--- config.mk ---
export PLATFORM = sky130hd
export DESIGN_NAME = deque_bag_engine_core
export DESIGN_NICKNAME = d
export VERILOG_FILES = /design/src/dbe_pkg.sv /design/src/dbe_ctrl.sv /design/src/dbe_dpath.sv /design/src/deque_bag_engine_core.sv
export SDC_FILE = /design/constraint.sdc
export NUM_CORES = 1
export LEC_CHECK = 0
export BUFFER_PORTS_ARGS = -buffer_cell sky130_fd_sc_hd__buf_2
export CAP_MARGIN = 10
export CORE_ASPECT_RATIO = 0.8
export CORE_UTILIZATION = 25
export DETAILED_ROUTE_END_ITERATION = 10
export MAX_ROUTING_LAYER = met4
export SLEW_MARGIN = 20
export SYNTH_ARGS = -nofsm -noshare
export SYNTH_HDL_FRONTEND = slang
export SYNTH_SLANG_ARGS = --single-unit
--- constraint.sdc ---
create_clock -name clk_i -period 5.2 [get_ports clk_i]
set_clock_uncertainty 0.2 [all_clocks]
set_input_delay 0.26 -clock clk_i [delete_from_list [all_inputs] [get_ports clk_i]]
set_output_delay 0.26 -clock clk_i [all_outputs]
set_load 0.01 [all_outputs]
--- src/dbe_pkg.sv ---
// shared types and constants for the deque / bag engine
// depends on nothing; imported by every module of the block

package dbe_pkg;

  // defaults for the top-level parameters
  localparam int CAPACITY_DEF    = 16;
  localparam int VALUE_WIDTH_DEF = 32;

  // fixed port field widths
  localparam int PORT_VAL_W = 32;
  localparam int PORT_CNT_W = 5;

  typedef enum logic [2:0] {
    REQ_ADD_FRONT = 3'd0,
    REQ_ADD_BACK  = 3'd1,
    REQ_REM_FRONT = 3'd2,
    REQ_REM_BACK  = 3'd3,
    REQ_CONTAINS  = 3'd4,
    REQ_REM_VALUE = 3'd5
  } req_e;

  typedef enum logic [1:0] {
    ST_OK    = 2'd0,
    ST_EMPTY = 2'd1,
    ST_FULL  = 2'd2
  } status_e;

  typedef enum logic [2:0] {
    S_IDLE,
    S_EXEC,
    S_SEARCH,
    S_SHIFT_RD,
    S_SHIFT_WR,
    S_FETCH_F,
    S_FETCH_B,
    S_DONE
  } state_e;

  // which ring slot the store read port looks at
  typedef enum logic [1:0] {
    RD_HEAD,
    RD_NEXT,
    RD_BACK
  } rd_sel_e;

  typedef struct packed {
    logic [2:0]                   req_type;
    logic signed [PORT_VAL_W-1:0] value;
  } dbe_req_t;

  typedef struct packed {
    logic [1:0]                   status;
    logic                         found;
    logic signed [PORT_VAL_W-1:0] front_value;
    logic signed [PORT_VAL_W-1:0] back_value;
    logic [PORT_CNT_W-1:0]        count;
  } dbe_rsp_t;

  // controller to datapath
  typedef struct packed {
    logic    load;
    logic    add_front;
    logic    add_back;
    logic    rem_front;
    logic    rem_back;
    logic    err_empty;
    logic    err_full;
    logic    idx_clr;
    logic    idx_inc;
    logic    set_found;
    logic    shift_wr;
    logic    cnt_dec;
    logic    cap_front;
    rd_sel_e rd_sel;
  } dbe_cmd_t;

  // datapath to controller
  typedef struct packed {
    logic [2:0] req;
    logic       empty;
    logic       full;
    logic       last;
    logic       match;
  } dbe_stat_t;

endpackage

--- src/dbe_ctrl.sv ---
// controller state machine of the deque / bag engine
// depends on dbe_pkg; drives dbe_dpath through dbe_cmd_t

module dbe_ctrl import dbe_pkg::*; (
  input  logic      clk_i,
  input  logic      rst_ni,
  input  logic      start_i,
  input  dbe_stat_t stat_i,
  output dbe_cmd_t  cmd_o,
  output logic      busy_o,
  output logic      done_o
);

  state_e state_q, state_d;

  always_ff @(posedge clk_i or negedge rst_ni) begin
    if (!rst_ni) begin
      state_q <= S_IDLE;
    end else begin
      state_q <= state_d;
    end
  end

  // next state
  always_comb begin
    state_d = state_q;
    unique case (state_q)
      S_IDLE: begin
        if (start_i) state_d = S_EXEC;
      end
      S_EXEC: begin
        if ((stat_i.req == REQ_CONTAINS || stat_i.req == REQ_REM_VALUE) && !stat_i.empty) begin
          state_d = S_SEARCH;
        end else begin
          state_d = S_FETCH_F;
        end
      end
      S_SEARCH: begin
        if (stat_i.match) begin
          state_d = (stat_i.req == REQ_REM_VALUE) ? S_SHIFT_RD : S_FETCH_F;
        end else if (stat_i.last) begin
          state_d = S_FETCH_F;
        end
      end
      S_SHIFT_RD: begin
        state_d = stat_i.last ? S_FETCH_F : S_SHIFT_WR;
      end
      S_SHIFT_WR: state_d = S_SHIFT_RD;
      S_FETCH_F:  state_d = S_FETCH_B;
      S_FETCH_B:  state_d = S_DONE;
      S_DONE:     state_d = S_IDLE;
      default:    state_d = S_IDLE;
    endcase
  end

  // outputs
  always_comb begin
    cmd_o        = '0;
    cmd_o.rd_sel = RD_HEAD;
    busy_o       = 1'b1;
    done_o       = 1'b0;
    unique case (state_q)
      S_IDLE: begin
        busy_o     = 1'b0;
        cmd_o.load = start_i;
      end
      S_EXEC: begin
        unique case (stat_i.req)
          REQ_ADD_FRONT: begin
            cmd_o.err_full  = stat_i.full;
            cmd_o.add_front = !stat_i.full;
          end
          REQ_ADD_BACK: begin
            cmd_o.err_full = stat_i.full;
            cmd_o.add_back = !stat_i.full;
          end
          REQ_REM_FRONT: begin
            cmd_o.err_empty = stat_i.empty;
            cmd_o.rem_front = !stat_i.empty;
          end
          REQ_REM_BACK: begin
            cmd_o.err_empty = stat_i.empty;
            cmd_o.rem_back  = !stat_i.empty;
          end
          REQ_CONTAINS, REQ_REM_VALUE: begin
            cmd_o.err_empty = stat_i.empty;
            cmd_o.idx_clr   = 1'b1;
            cmd_o.rd_sel    = RD_HEAD;
          end
          default: ;
        endcase
      end
      S_SEARCH: begin
        if (stat_i.match) begin
          cmd_o.set_found = 1'b1;
        end else if (!stat_i.last) begin
          cmd_o.idx_inc = 1'b1;
          cmd_o.rd_sel  = RD_NEXT;
        end
      end
      S_SHIFT_RD: begin
        cmd_o.cnt_dec = stat_i.last;
        cmd_o.rd_sel  = RD_NEXT;
      end
      S_SHIFT_WR: begin
        cmd_o.shift_wr = 1'b1;
        cmd_o.idx_inc  = 1'b1;
      end
      S_FETCH_F: cmd_o.rd_sel = RD_HEAD;
      S_FETCH_B: begin
        cmd_o.cap_front = 1'b1;
        cmd_o.rd_sel    = RD_BACK;
      end
      S_DONE:  done_o = 1'b1;
      default: ;
    endcase
  end

endmodule

--- src/dbe_dpath.sv ---
// datapath of the deque / bag engine: ring store, head, count, search index
// depends on dbe_pkg; controlled by dbe_ctrl through dbe_cmd_t

module dbe_dpath import dbe_pkg::*; #(
  parameter int CAPACITY    = CAPACITY_DEF,
  parameter int VALUE_WIDTH = VALUE_WIDTH_DEF
) (
  input  logic      clk_i,
  input  logic      rst_ni,
  input  dbe_req_t  req_i,
  input  dbe_cmd_t  cmd_i,
  output dbe_stat_t stat_o,
  output dbe_rsp_t  result_o
);

  localparam int IDX_W = $clog2(CAPACITY);
  localparam int CNT_W = $clog2(CAPACITY + 1);
  localparam int SUM_W = IDX_W + 1;
  localparam int XW    = (VALUE_WIDTH > PORT_VAL_W) ? VALUE_WIDTH : PORT_VAL_W;

  // ring position k places behind the front, k <= CAPACITY
  function automatic logic [IDX_W-1:0] slot_of(input logic [IDX_W-1:0] head,
                                               input logic [CNT_W-1:0] k);
    logic [SUM_W-1:0] sum;
    sum = SUM_W'(head) + SUM_W'(k);
    if (sum >= SUM_W'(CAPACITY)) sum = sum - SUM_W'(CAPACITY);
    return sum[IDX_W-1:0];
  endfunction

  logic [VALUE_WIDTH-1:0] mem [CAPACITY];

  logic [2:0]             req_q;
  logic [VALUE_WIDTH-1:0] value_q;
  logic [1:0]             status_q;
  logic                   found_q;
  logic [VALUE_WIDTH-1:0] front_q;
  logic [VALUE_WIDTH-1:0] rd_q;
  logic [IDX_W-1:0]       head_q, head_d;
  logic [CNT_W-1:0]       count_q, count_d;
  logic [IDX_W-1:0]       idx_q, idx_d;

  logic [XW-1:0]          in_ext, front_ext, back_ext;
  logic [CNT_W-1:0]       idx_p1;
  logic [IDX_W-1:0]       head_dec;
  logic                   empty;
  logic [IDX_W-1:0]       rd_addr, wr_addr;
  logic [VALUE_WIDTH-1:0] wr_data;
  logic                   wr_en;

  assign in_ext   = XW'($unsigned(req_i.value));
  assign idx_p1   = CNT_W'(idx_q) + CNT_W'(1);
  assign head_dec = (head_q == '0) ? IDX_W'(CAPACITY - 1) : head_q - IDX_W'(1);
  assign empty    = (count_q == '0);

  assign stat_o.req   = req_q;
  assign stat_o.empty = empty;
  assign stat_o.full  = (count_q == CNT_W'(CAPACITY));
  assign stat_o.last  = (idx_p1 == count_q);
  assign stat_o.match = (rd_q == value_q);

  // read port address
  always_comb begin
    unique case (cmd_i.rd_sel)
      RD_HEAD: rd_addr = head_q;
      RD_NEXT: rd_addr = slot_of(head_q, idx_p1);
      RD_BACK: rd_addr = empty ? head_q : slot_of(head_q, count_q - CNT_W'(1));
      default: rd_addr = head_q;
    endcase
  end

  // write port
  always_comb begin
    wr_en   = 1'b1;
    wr_addr = head_dec;
    wr_data = value_q;
    priority if (cmd_i.add_front) begin
      wr_addr = head_dec;
    end else if (cmd_i.add_back) begin
      wr_addr = slot_of(head_q, count_q);
    end else if (cmd_i.shift_wr) begin
      wr_addr = slot_of(head_q, CNT_W'(idx_q));
      wr_data = rd_q;
    end else begin
      wr_en = 1'b0;
    end
  end

  always_ff @(posedge clk_i) begin
    if (wr_en) mem[wr_addr] <= wr_data;
    rd_q <= mem[rd_addr];
  end

  // ring pointers
  always_comb begin
    head_d  = head_q;
    count_d = count_q;
    idx_d   = idx_q;
    if (cmd_i.add_front) begin
      head_d  = head_dec;
      count_d = count_q + CNT_W'(1);
    end
    if (cmd_i.add_back) count_d = count_q + CNT_W'(1);
    if (cmd_i.rem_front) begin
      head_d  = slot_of(head_q, CNT_W'(1));
      count_d = count_q - CNT_W'(1);
    end
    if (cmd_i.rem_back || cmd_i.cnt_dec) count_d = count_q - CNT_W'(1);
    if (cmd_i.idx_clr) idx_d = '0;
    if (cmd_i.idx_inc) idx_d = idx_q + IDX_W'(1);
  end

  always_ff @(posedge clk_i or negedge rst_ni) begin
    if (!rst_ni) begin
      head_q  <= '0;
      count_q <= '0;
      idx_q   <= '0;
    end else begin
      head_q  <= head_d;
      count_q <= count_d;
      idx_q   <= idx_d;
    end
  end

  // request and result registers
  always_ff @(posedge clk_i) begin
    if (cmd_i.load) begin
      req_q    <= req_i.req_type;
      value_q  <= in_ext[VALUE_WIDTH-1:0];
      status_q <= ST_OK;
      found_q  <= 1'b0;
    end
    if (cmd_i.err_empty) status_q <= ST_EMPTY;
    if (cmd_i.err_full)  status_q <= ST_FULL;
    if (cmd_i.set_found) found_q  <= 1'b1;
    if (cmd_i.cap_front) front_q  <= rd_q;
  end

  assign front_ext = XW'(front_q);
  assign back_ext  = XW'(rd_q);

  assign result_o.status      = status_q;
  assign result_o.found       = found_q;
  assign result_o.front_value = empty ? '0 : signed'(front_ext[PORT_VAL_W-1:0]);
  assign result_o.back_value  = empty ? '0 : signed'(back_ext[PORT_VAL_W-1:0]);
  assign result_o.count       = PORT_CNT_W'(count_q);

endmodule

--- src/deque_bag_engine_core.sv ---
// top level of the deque / bag engine: controller plus datapath
// depends on dbe_pkg, dbe_ctrl, dbe_dpath
//
//   channel   ports                     beat taken when
//   request   start, busy, req_i        rising edge with start high, busy low
//   result    done_o, result_o          rising edge ending the done_o cycle
//
// sequence: end operations (add, remove, unknown codes) pass through exec,
//   fetch front, fetch back and done; contains and remove value first walk the
//   entries in search; on a match remove value then closes the gap behind it,
//   a shift read and a shift write per entry
// the pace is set by the single-read-port ring store: one entry per cycle
//   for search, a read and a write per entry when closing the gap
// reset clears head, count and controller; the store needs no clearing
// the receiver cannot stall: a result shows for exactly one cycle, after
//   which busy drops and the next request may be taken

module deque_bag_engine_core import dbe_pkg::*; #(
  parameter int CAPACITY    = CAPACITY_DEF,
  parameter int VALUE_WIDTH = VALUE_WIDTH_DEF
) (
  input  logic     clk_i,
  input  logic     rst_ni,
  input  logic     start,
  output logic     busy,
  input  dbe_req_t req_i,
  output logic     done_o,
  output dbe_rsp_t result_o
);

  dbe_cmd_t  cmd;
  dbe_stat_t stat;

  // sequencing of each request
  dbe_ctrl u_ctrl (
    .clk_i  (clk_i),
    .rst_ni (rst_ni),
    .start_i(start),
    .stat_i (stat),
    .cmd_o  (cmd),
    .busy_o (busy),
    .done_o (done_o)
  );

  // ring store, pointers and result registers
  dbe_dpath #(
    .CAPACITY   (CAPACITY),
    .VALUE_WIDTH(VALUE_WIDTH)
  ) u_dpath (
    .clk_i   (clk_i),
    .rst_ni  (rst_ni),
    .req_i   (req_i),
    .cmd_i   (cmd),
    .stat_o  (stat),
    .result_o(result_o)
  );

endmodule

==> results summary, run 1 <==
The number of max-slew violations in the final report came out at 0. The register-to-register path setup slack is 210 ps. The worst ir drop on vdd is approximately 800 uV. By startpoint and endpoint, the worst setup path is classified as flip-flop to flip-flop.

Dividing the synthesized area by the synthesized cell count gives 14.2 um^2. The maximum buffer depth of the clock tree came out at 3. Setup violations remaining at the end of the flow were counted as 0. The area taken by multi-input logic gates came out at 6940 um^2. The count of synthesis-stage warnings from yosys is 0. The cell internal power dissipation came out at 13.1 mW. For this run, the leading register cell type out of synthesis is sky130_fd_sc_hd__edfxtp_1. The worst hold path stage count came out at 2. The clock-pin slew on the worst setup and hold paths is 60 ps. The required arrival time at the worst endpoint came out at 5490 ps. The sum of overflow across all layers after global routing is 0. Sorting the synthesized cells by how often they occur yields sky130_fd_sc_hd__edfxtp_1 (579), sky130_fd_sc_hd__nand2_1 (376), sky130_fd_sc_hd__nand3_1 (141). The power density normalized to cell area came out at 701 nW/um^2.

The H-tree was split into 3 levels. The global placement routability congestion came out at around 0.8. The I/O pin count came out at 112. Total power for the finished layout comes to 21.8 mW. The total core area is between 100000 and 150000 um^2. The wire length of the first global-routing pass came out at 104 mm. The synthesized design contains 630 register bits. The path depth of the worst reg2reg path came out at 17. The count of maximum capacitance violations is 0.

The worst setup path is launched from a flip-flop. The number of vias per cell after detailed routing is between 4 and 5. The area share of the largest cell type after synthesis came out at 67.5%. The height of the chip is approximately 290 um. The floorplan has 104 rows. The synthesized area came out at 25800 um^2.

The total vias in the final route is 15665. The combinational fraction of design power is 43.9%. The leakage power is 11.2 nW. Yosys instantiated no cell more often than sky130_fd_sc_hd__edfxtp_1. The synthesized design contains 579 enable-type register cells.

Summing the sequential cell areas from Yosys gives 71.7% of the chip area. The largest stage delay on the critical path came out at 530 ps. The number of CTS-inserted buffers came out at 68. The worst path needs 4990 ps of the cycle, external delays included. The worst register-to-register path ends at u_dpath.back_ext[22]$_DFF_P_. The run finished with clean final reports. The count of mapped cells out of synthesis is ~1800.

The clock share of power is 22.3%. The area overhead of the layout relative to synthesis came out at 20.6%. The post-layout utilization of the core came out at 30.6%.

Ranked by total cell area, the synthesized netlist is headed by sky130_fd_sc_hd__edfxtp_1 (67%), sky130_fd_sc_hd__nand2_1 (5.5%), sky130_fd_sc_hd__mux2i_1 (3.8%). The portion of the clock cycle consumed by the worst path in the final layout came out at 95.9%. The net count after synthesis came out at 1880. The biggest area contributor in the post-synthesis netlist is sky130_fd_sc_hd__edfxtp_1. In the final routed layout, each cell accounts on average for 21.2 um.

The setup total negative slack is 0 ps. The register area is 18500 um^2. The share of final-layout standard cells stronger than drive strength 1 came out at a little under a fifth.

The placed wire-length estimate after detailed placement came out at 42.3 mm. The count of buffers added on input and output ports is between 100 and 150. The path with the worst hold slack has its endpoint at u_dpath.value_q[21]$_DFFE_PP_. The via count of the first global-routing pass is 15016.

Of all nets on the critical path, the largest fanout is 29. Walking the worst path, the cells encountered are xor2_1 > nor4_2 > nand4_1 > buf_4 > o211a_1 > nor2_1 > inv_1 > ha_1 > nor2b_1 > buf_4 > a311oi_4 > buf_12 > buf_12 > mux2_2 > o22ai_1 > a221o_1 > mux2i_1. The overall global routing resource usage is 14.0%. Counting the fill cells in the layout gives between 9000 and 10000. The max-slew headroom at the worst pin is 29.0%. The routed design has about 70 mm of wire.

The worst setup path is captured at a flip-flop. The min-delay analysis places its worst path in the category input pin to flip-flop. The number of remaining DRC errors came out at 0. The origin of the critical flop-to-flop path is u_dpath.value_q[19]$_DFFE_PP_. For the pin with the worst max-slew slack, the measured transition is 1060 ps.

The fraction of synthesis flops using an asynchronous set or reset pin came out at 2.54%. The switching power came out at 8.67 mW. The power share of the sequential group came out at approximately 34%.

The iteration-0 DRC count of the detailed router is 1817. The count of clock tree sinks came out at 630. The switching part of the total power came out at 39.8%. The count of nets left with antenna violations after detail routing is 0. The initial antenna violation count is 4. The die outline area is 104000 um^2.

The number of distinct standard cells referenced by the synthesized netlist came out at between 60 and 70. The count of TritonRoute iterations in the first routing pass came out at 5. Based on the critical path, the design can be clocked at up to 201 MHz. The hold slack is 151 ps. The worst-skew pair later-pin latency came out at 630 ps.

The x dimension of the die is 361 um. Setup repair after global routing left no endpoint under its margin. The number of endpoints with negative hold slack in the final report is 0. The starting density of the core came out at 25.4%.

TritonCTS built the clock tree. The startpoint of the tightest hold check path is req_i[21]. The tree is rooted in a sky130_fd_sc_hd__clkbuf_16.

The cell with the largest stage delay on the worst path is sky130_fd_sc_hd__nor4_2. Once the clock tree was built, the setup fixing pass inserted 0 buffers. In the final design database the tool counted 2064 nets. The largest net degree at the start of global routing came out at 129. At the worst endpoint, the arrival time is ~5300 ps.
==> logic make-up after synthesis <==
group	Yosys count	synth area share [%]
and+or+nand+nor	700	12.5
muxes	163	6.65
xor gates and xnor gates	54	1.89
DFF	630	71.7
buffers and inverters	117	2.09
AOI/OAI and AO/OA	130	3.87
adders and majority gates	24	1.28
==> area by class of cell <==
type	instances	share of cell area, %
sequential	630	59.5
multi-input combinational	1071	22.3
clock buffer	93	6.11
timing repair buffer	215	5.37
tap	1325	5.34
clock inverter	32	1.12
inverter	16	0.193
antenna	4	0.0322
==> worst max-delay path by stage <==
stage / endpoint / slack (ps) / startpoint / depth (start not counted)
global placement: u_dpath.back_ext[22]$_DFF_P_ / 60 / u_dpath.value_q[5]$_DFFE_PP_ / 17
global route: u_dpath.back_ext[31]$_DFF_P_ / 30 / u_dpath.value_q[5]$_DFFE_PP_ / 17
finish: u_dpath.back_ext[22]$_DFF_P_ / 210 / u_dpath.value_q[19]$_DFFE_PP_ / 17
detailed placement: u_dpath.back_ext[22]$_DFF_P_ / -2 / u_dpath.value_q[5]$_DFFE_PP_ / 17
floorplan: u_dpath.mem[3][0]$_DFFE_PP_ / 940 / u_ctrl.state_q[1]$_DFFE_PN0P_ / 9
CTS: u_dpath.back_ext[22]$_DFF_P_ / 90 / u_dpath.value_q[19]$_DFFE_PP_ / 17
==> metrics by stage <==
step,worst slack [ps],instance area (um^2),std cells
floorplan,943,25800,1818
global placement,61.1,28400,3219
detailed placement,-1.60,28400,3219
CTS,88.3,31100,3382
global route,34.2,31100,3384
finish,214,31100,3386
==> metal layers <==
| layer | wire length [um] | GRT usage (%) | part of all wire, % | vias up |
|---|---|---|---|---|
| met3 | 5520 | 2.41 | 7.7 | 97 |
| li1 | - | - | - | 7122 |
| met1 | 32900 | 19.7 | 46 | 7841 |
| met5 | 0 | - | 0 | - |
| met2 | 32100 | 20.9 | 45 | 605 |
| met4 | 1420 | 3.50 | 2.0 | 0 |
==> state kept, by name, summed over array words and instances (netlist names) <==
| register | count |
|---|---|
| u_dpath.back_ext | 32 |
| u_dpath.req_q | 3 |
| u_dpath.idx_q | 4 |
| u_dpath.value_q | 32 |
| u_dpath.front_ext | 32 |
| u_dpath.head_q | 4 |
| u_dpath.mem | 512 |
| u_dpath.found_q | 1 |
| u_dpath.status_q | 2 |
| u_dpath.count_q | 5 |
| u_ctrl.state_q | 3 |
==> layout by cell type, fill, tap and decap left out, types with 4 or more instances in the layout <==
cell type / n
sky130_fd_sc_hd__xnor2_1: 13
sky130_fd_sc_hd__a21o_1: 7
sky130_fd_sc_hd__mux2_2: 65
sky130_fd_sc_hd__dfxtp_1: 35
sky130_fd_sc_hd__bufinv_16: 4
sky130_fd_sc_hd__nand4_1: 38
sky130_fd_sc_hd__clkbuf_8: 8
sky130_fd_sc_hd__fa_1: 4
sky130_fd_sc_hd__ha_1: 20
sky130_fd_sc_hd__dfrtp_1: 16
sky130_fd_sc_hd__o22ai_1: 32
sky130_fd_sc_hd__buf_2: 111
sky130_fd_sc_hd__nor2_1: 14
sky130_fd_sc_hd__nor3_1: 6
sky130_fd_sc_hd__and3_1: 4
sky130_fd_sc_hd__clkinv_2: 9
sky130_fd_sc_hd__nand2_1: 374
sky130_fd_sc_hd__nor2b_1: 4
sky130_fd_sc_hd__a21oi_1: 19
sky130_fd_sc_hd__nor4_1: 7
sky130_fd_sc_hd__dlygate4sd3_1: 38
sky130_fd_sc_hd__inv_1: 14
sky130_fd_sc_hd__xor2_1: 40
sky130_fd_sc_hd__diode_2: 4
sky130_fd_sc_hd__clkbuf_1: 16
sky130_fd_sc_hd__mux2i_1: 97
sky130_fd_sc_hd__a221oi_1: 4
sky130_fd_sc_hd__and2_1: 66
sky130_fd_sc_hd__clkbuf_16: 69
sky130_fd_sc_hd__nand3_1: 140
sky130_fd_sc_hd__o21ai_0: 10
sky130_fd_sc_hd__edfxtp_1: 579
sky130_fd_sc_hd__clkinv_1: 9
sky130_fd_sc_hd__a221o_1: 34
sky130_fd_sc_hd__buf_4: 47
sky130_fd_sc_hd__nor2_4: 19
sky130_fd_sc_hd__buf_12: 19
==> worst max-delay path: cells and delay by family (launching register included) <==
family / cells / cell delay (ps)
simple gates: 4 / 1130
compound gates: 4 / 1000
buf+inv: 5 / 970
flops: 1 / 440
fa+ha+maj: 1 / 430
mux: 2 / 420
xor+xnor: 1 / 220
==> repair_timing <==
item | 4_1_cts | 5_1_grt
pin swaps | 0 | 0
setup endpoints to repair | 2 | 32
gates cloned | 0 | 0
hold endpoints to repair | 55 | 0
gates resized for setup | 1 | 1
hold buffers | 38 | 0
==> power groups by stage <==
stage,combinational (mW),sequential [mW],clock (mW)
floorplan,6.03,7.22,0
global placement,9.45,7.46,0
detailed placement,9.54,7.46,0
CTS,9.62,7.37,4.98
global route,10.4,7.44,5.15
finish,9.55,7.36,4.87
Power figures use the tool's default switching activity.
==> run 2: changes to the inputs <==
--- a/config.mk
+++ b/config.mk
@@ -9,3 +9,2 @@
 export CAP_MARGIN = 10
-export CORE_ASPECT_RATIO = 0.8
 export CORE_UTILIZATION = 25
==> constraint.sdc (replaced) <==
create_clock -name clk_i -period 5.2 [get_ports clk_i]
set_clock_uncertainty 0.2 [all_clocks]
set_input_delay 1.04 -clock clk_i [delete_from_list [all_inputs] [get_ports clk_i]]
set_output_delay 1.04 -clock clk_i [all_outputs]
set_load 0.01 [all_outputs]
==> run 2 against run 1 <==
  * Combinational power up 2.7%
  * Largest cell class unchanged
  * Worst setup slack worse by 9.5 ps
  * Non-clock buffer count down 21
  * Routed wire length up 1.8%
==> results summary, run 2 (synthesized netlist as in run 1, its figures left out) <==
The count of TritonRoute iterations in the first routing pass came to 6 (+1). The count of nets left with antenna violations after detail routing came out at 0 (unchanged). The iteration-0 DRC count of the detailed router is 1688 (-7.1%). The number of max-slew violations in the final report was 0 (unchanged). The total vias in the final route was 15770 (+0.67%). The min-delay analysis places its worst path in the category input pin to async pin. The portion of the clock cycle consumed by the worst path in the final layout is 96.1% (+0.18 points). The via count of the first global-routing pass is 15012 (-0.027%). The worst ir drop on vdd is 760 uV (-6.3%). The sum of overflow across all layers after global routing came to 0 (unchanged). The count of clock tree sinks came out at 630 (unchanged). The worst setup margin came out at 205 ps (-9.46 ps). TritonCTS built the clock tree.

The register-to-register path setup slack came out at 200 ps (about the same). The clock-pin slew on the worst setup and hold paths came to 60 ps (about the same). The final design instance area without fill came out at 30900 um^2 (-0.46%). The total core area is 102000 um^2 (+0.66%). The maximum buffer depth of the clock tree is 3 (unchanged). The post-layout instance count excluding filler cells came out at 3416 (+0.89%). The net count reported at finish came out at 2047 (-0.82%). The leakage power is 11.2 nW (-0.62%). The number of flip-flops under the largest register name came to 512 (unchanged). The setup path with the least slack is of type flip-flop to flip-flop.

The number of buffer and inverter instances along the worst setup path came out at 5 (unchanged). The port buffer count is 111 (unchanged). STA classifies the critical path startpoint as a flip-flop. The path depth of the worst reg2reg path is 17 (unchanged).

The worst-skew pair later-pin latency is 630 ps (about the same). The initial antenna violation count came out at 4 (unchanged). The tree is rooted in a sky130_fd_sc_hd__clkbuf_16.

The area overhead of the layout relative to synthesis came out at 20.0%. The post-CTS setup-driven buffer insertion count is 0 (unchanged). The largest net degree at the start of global routing came to 84 (-35%). The global placement routability congestion came out at 0.813 (+2.8%). The filler cell count in the final layout is 10151 (+2.0%). The routed length per placed instance came out at 21.4 um (+0.88%). The number of placement rows is 117 (+13%). The critical path data arrival time came out at 5280 ps (about the same). Leaving out fill and tap cells, the most frequent cell in the layout is sky130_fd_sc_hd__edfxtp_1. The share of final-layout standard cells stronger than drive strength 1 is 19.0% (+0.62 points). The number of CTS-inserted buffers is 72 (+5.9%). The post-cts repair resize count came out at 1 (unchanged). The starting density of the core came out at 25.3% (-0.17 points).

The max-slew headroom at the worst pin is 25.5% (-3.4 points). STA classifies the critical path endpoint as a flip-flop. The register area came out at 18500 um^2 (unchanged). The H-tree depth reported by CTS came out at 3 (unchanged).

The worst slack after detailed placement is -74.1 ps (-72.5 ps). The post-placement cell count came out at 3279 (+1.9%). The largest stage delay on the critical path came out at 560 ps (+30 ps).

The final critical path time including I/O delays and setup is 5000 ps (+9.46 ps). In this design, the largest share of critical-path delay is due to simple AND/OR/NAND/NOR gates. The worst register-to-register path ends at u_dpath.back_ext[19]$_DFF_P_. The number of hold buffers added after cts is 0 (-100%). The run finished with clean final reports.

The maximum operating frequency is 200 MHz (-0.19%). The library cells used most frequently in the layout, excluding fill and tap cells, are sky130_fd_sc_hd__edfxtp_1 (579), sky130_fd_sc_hd__nand2_1 (375), sky130_fd_sc_hd__nand3_1 (140), sky130_fd_sc_hd__buf_2 (111), sky130_fd_sc_hd__mux2i_1 (97). The setup total negative slack is 0 ps (unchanged). The number of remaining DRC errors is 0 (unchanged).

The count of maximum capacitance violations is 0 (unchanged). The power density normalized to cell area came out at 711 nW/um^2 (+1.5%). The number of vias per cell after detailed routing came out at 4.62 (-0.21%).

The placed standard-cell area was 28600 um^2 (+0.78%). The required arrival time at the worst endpoint was 5490 ps (about the same). The placed wire-length estimate after detailed placement came out at 43.2 mm (+2.1%). The post-layout utilization of the core came out at 30.3% (-0.34 points). The I/O pin count came to 112 (unchanged). The area taken by multi-input logic gates came out at 6930 um^2 (about the same). The overall global routing resource usage is 14.3% (+0.26 points). The die outline area came out at 104000 um^2 (about the same). Traced cell by cell, the critical path runs through xor2_1 > nor4_2 > nand4_1 > o211a_1 > nor2_1 > inv_1 > ha_1 > nor2b_1 > buf_4 > buf_4 > a311oi_4 > buf_12 > buf_12 > mux2_2 > o22ai_1 > a221o_1 > mux2i_1. The worst register-to-register path begins at u_dpath.value_q[5]$_DFFE_PP_. The largest individual stage delay along the critical path comes from the cell sky130_fd_sc_hd__nor4_2. The number of endpoints with negative hold slack in the final report came out at 0 (unchanged). The register ranked first by flip-flop count is u_dpath.mem. The wire length of the first global-routing pass was 104 mm (unchanged). The maximum fanout along the worst path was 39 (+34%). The number of endpoints failing setup at the final stage came out at 0 (unchanged). The aggregate routed wire length is 73.2 mm (+1.8%). The x dimension of the die is 323 um (-10%). The height of the chip is 323 um (+12%). Setup repair after global routing left no endpoint under its margin.

The actual transition at the worst max-transition pin is 1110 ps (+51.6 ps).
==> run 2: cell count changes in the layout (fill, tap and decap cells not counted), sizes merged <==
cell | before | now
clkbuf | 93 | 102
dlygate4sd3 | 38 | 0
inv | 21 | 22
bufinv | 4 | 3
clkinv | 21 | 19
buf | 177 | 194
diode | 4 | 5
==> run 2: worst max path at each step <==
stage               cells past startpoint                           from  slack [ps]                            to
floorplan                               9  u_ctrl.state_q[1]$_DFFE_PN0P_         940   u_dpath.mem[3][0]$_DFFE_PP_
global placement                       16   u_dpath.value_q[5]$_DFFE_PP_         -70   u_dpath.back_ext[0]$_DFF_P_
detailed placement                     16   u_dpath.value_q[5]$_DFFE_PP_         -70   u_dpath.back_ext[0]$_DFF_P_
CTS                                    16   u_dpath.value_q[5]$_DFFE_PP_         240  u_dpath.back_ext[19]$_DFF_P_
global route                           17   u_dpath.value_q[5]$_DFFE_PP_          60  u_dpath.back_ext[17]$_DFF_P_
finish                                 17   u_dpath.value_q[5]$_DFFE_PP_         200  u_dpath.back_ext[19]$_DFF_P_
==> run 2: layer usage <==
metal  GRT usage [%]  up-vias  part of all wire [%]
met5               -        -                     0
met4            4.30        0                   2.5
met3            3.51      136                   8.1
met2            21.7      650                    46
met1            18.8     7889                    43
li1                -     7095                     -
==> run 2: final cells by class <==
cell class | instances | area share (%)
Antenna cell | 5 | 0.0405
Clock buffer | 102 | 6.42
Clock inverter | 30 | 0.890
Inverter | 16 | 0.194
Multi-Input combinational cell | 1071 | 22.4
Sequential cell | 630 | 59.8
Tap cell | 1368 | 5.53
Timing Repair Buffer | 194 | 4.71
==> run 2: report_power, final <==
group          switching (mW)  internal [mW]
Combinational            6.27           3.54
Sequential              0.437           6.87
Clock                    2.04           2.84
==> run 2: per-stage QoR <==
stage	total power, mW	hold WS, ps
floorplan	13.2	250
global placement	17.1	250
detailed placement	17.2	257
CTS	22.2	132
global route	23.1	161
finish	22.0	147
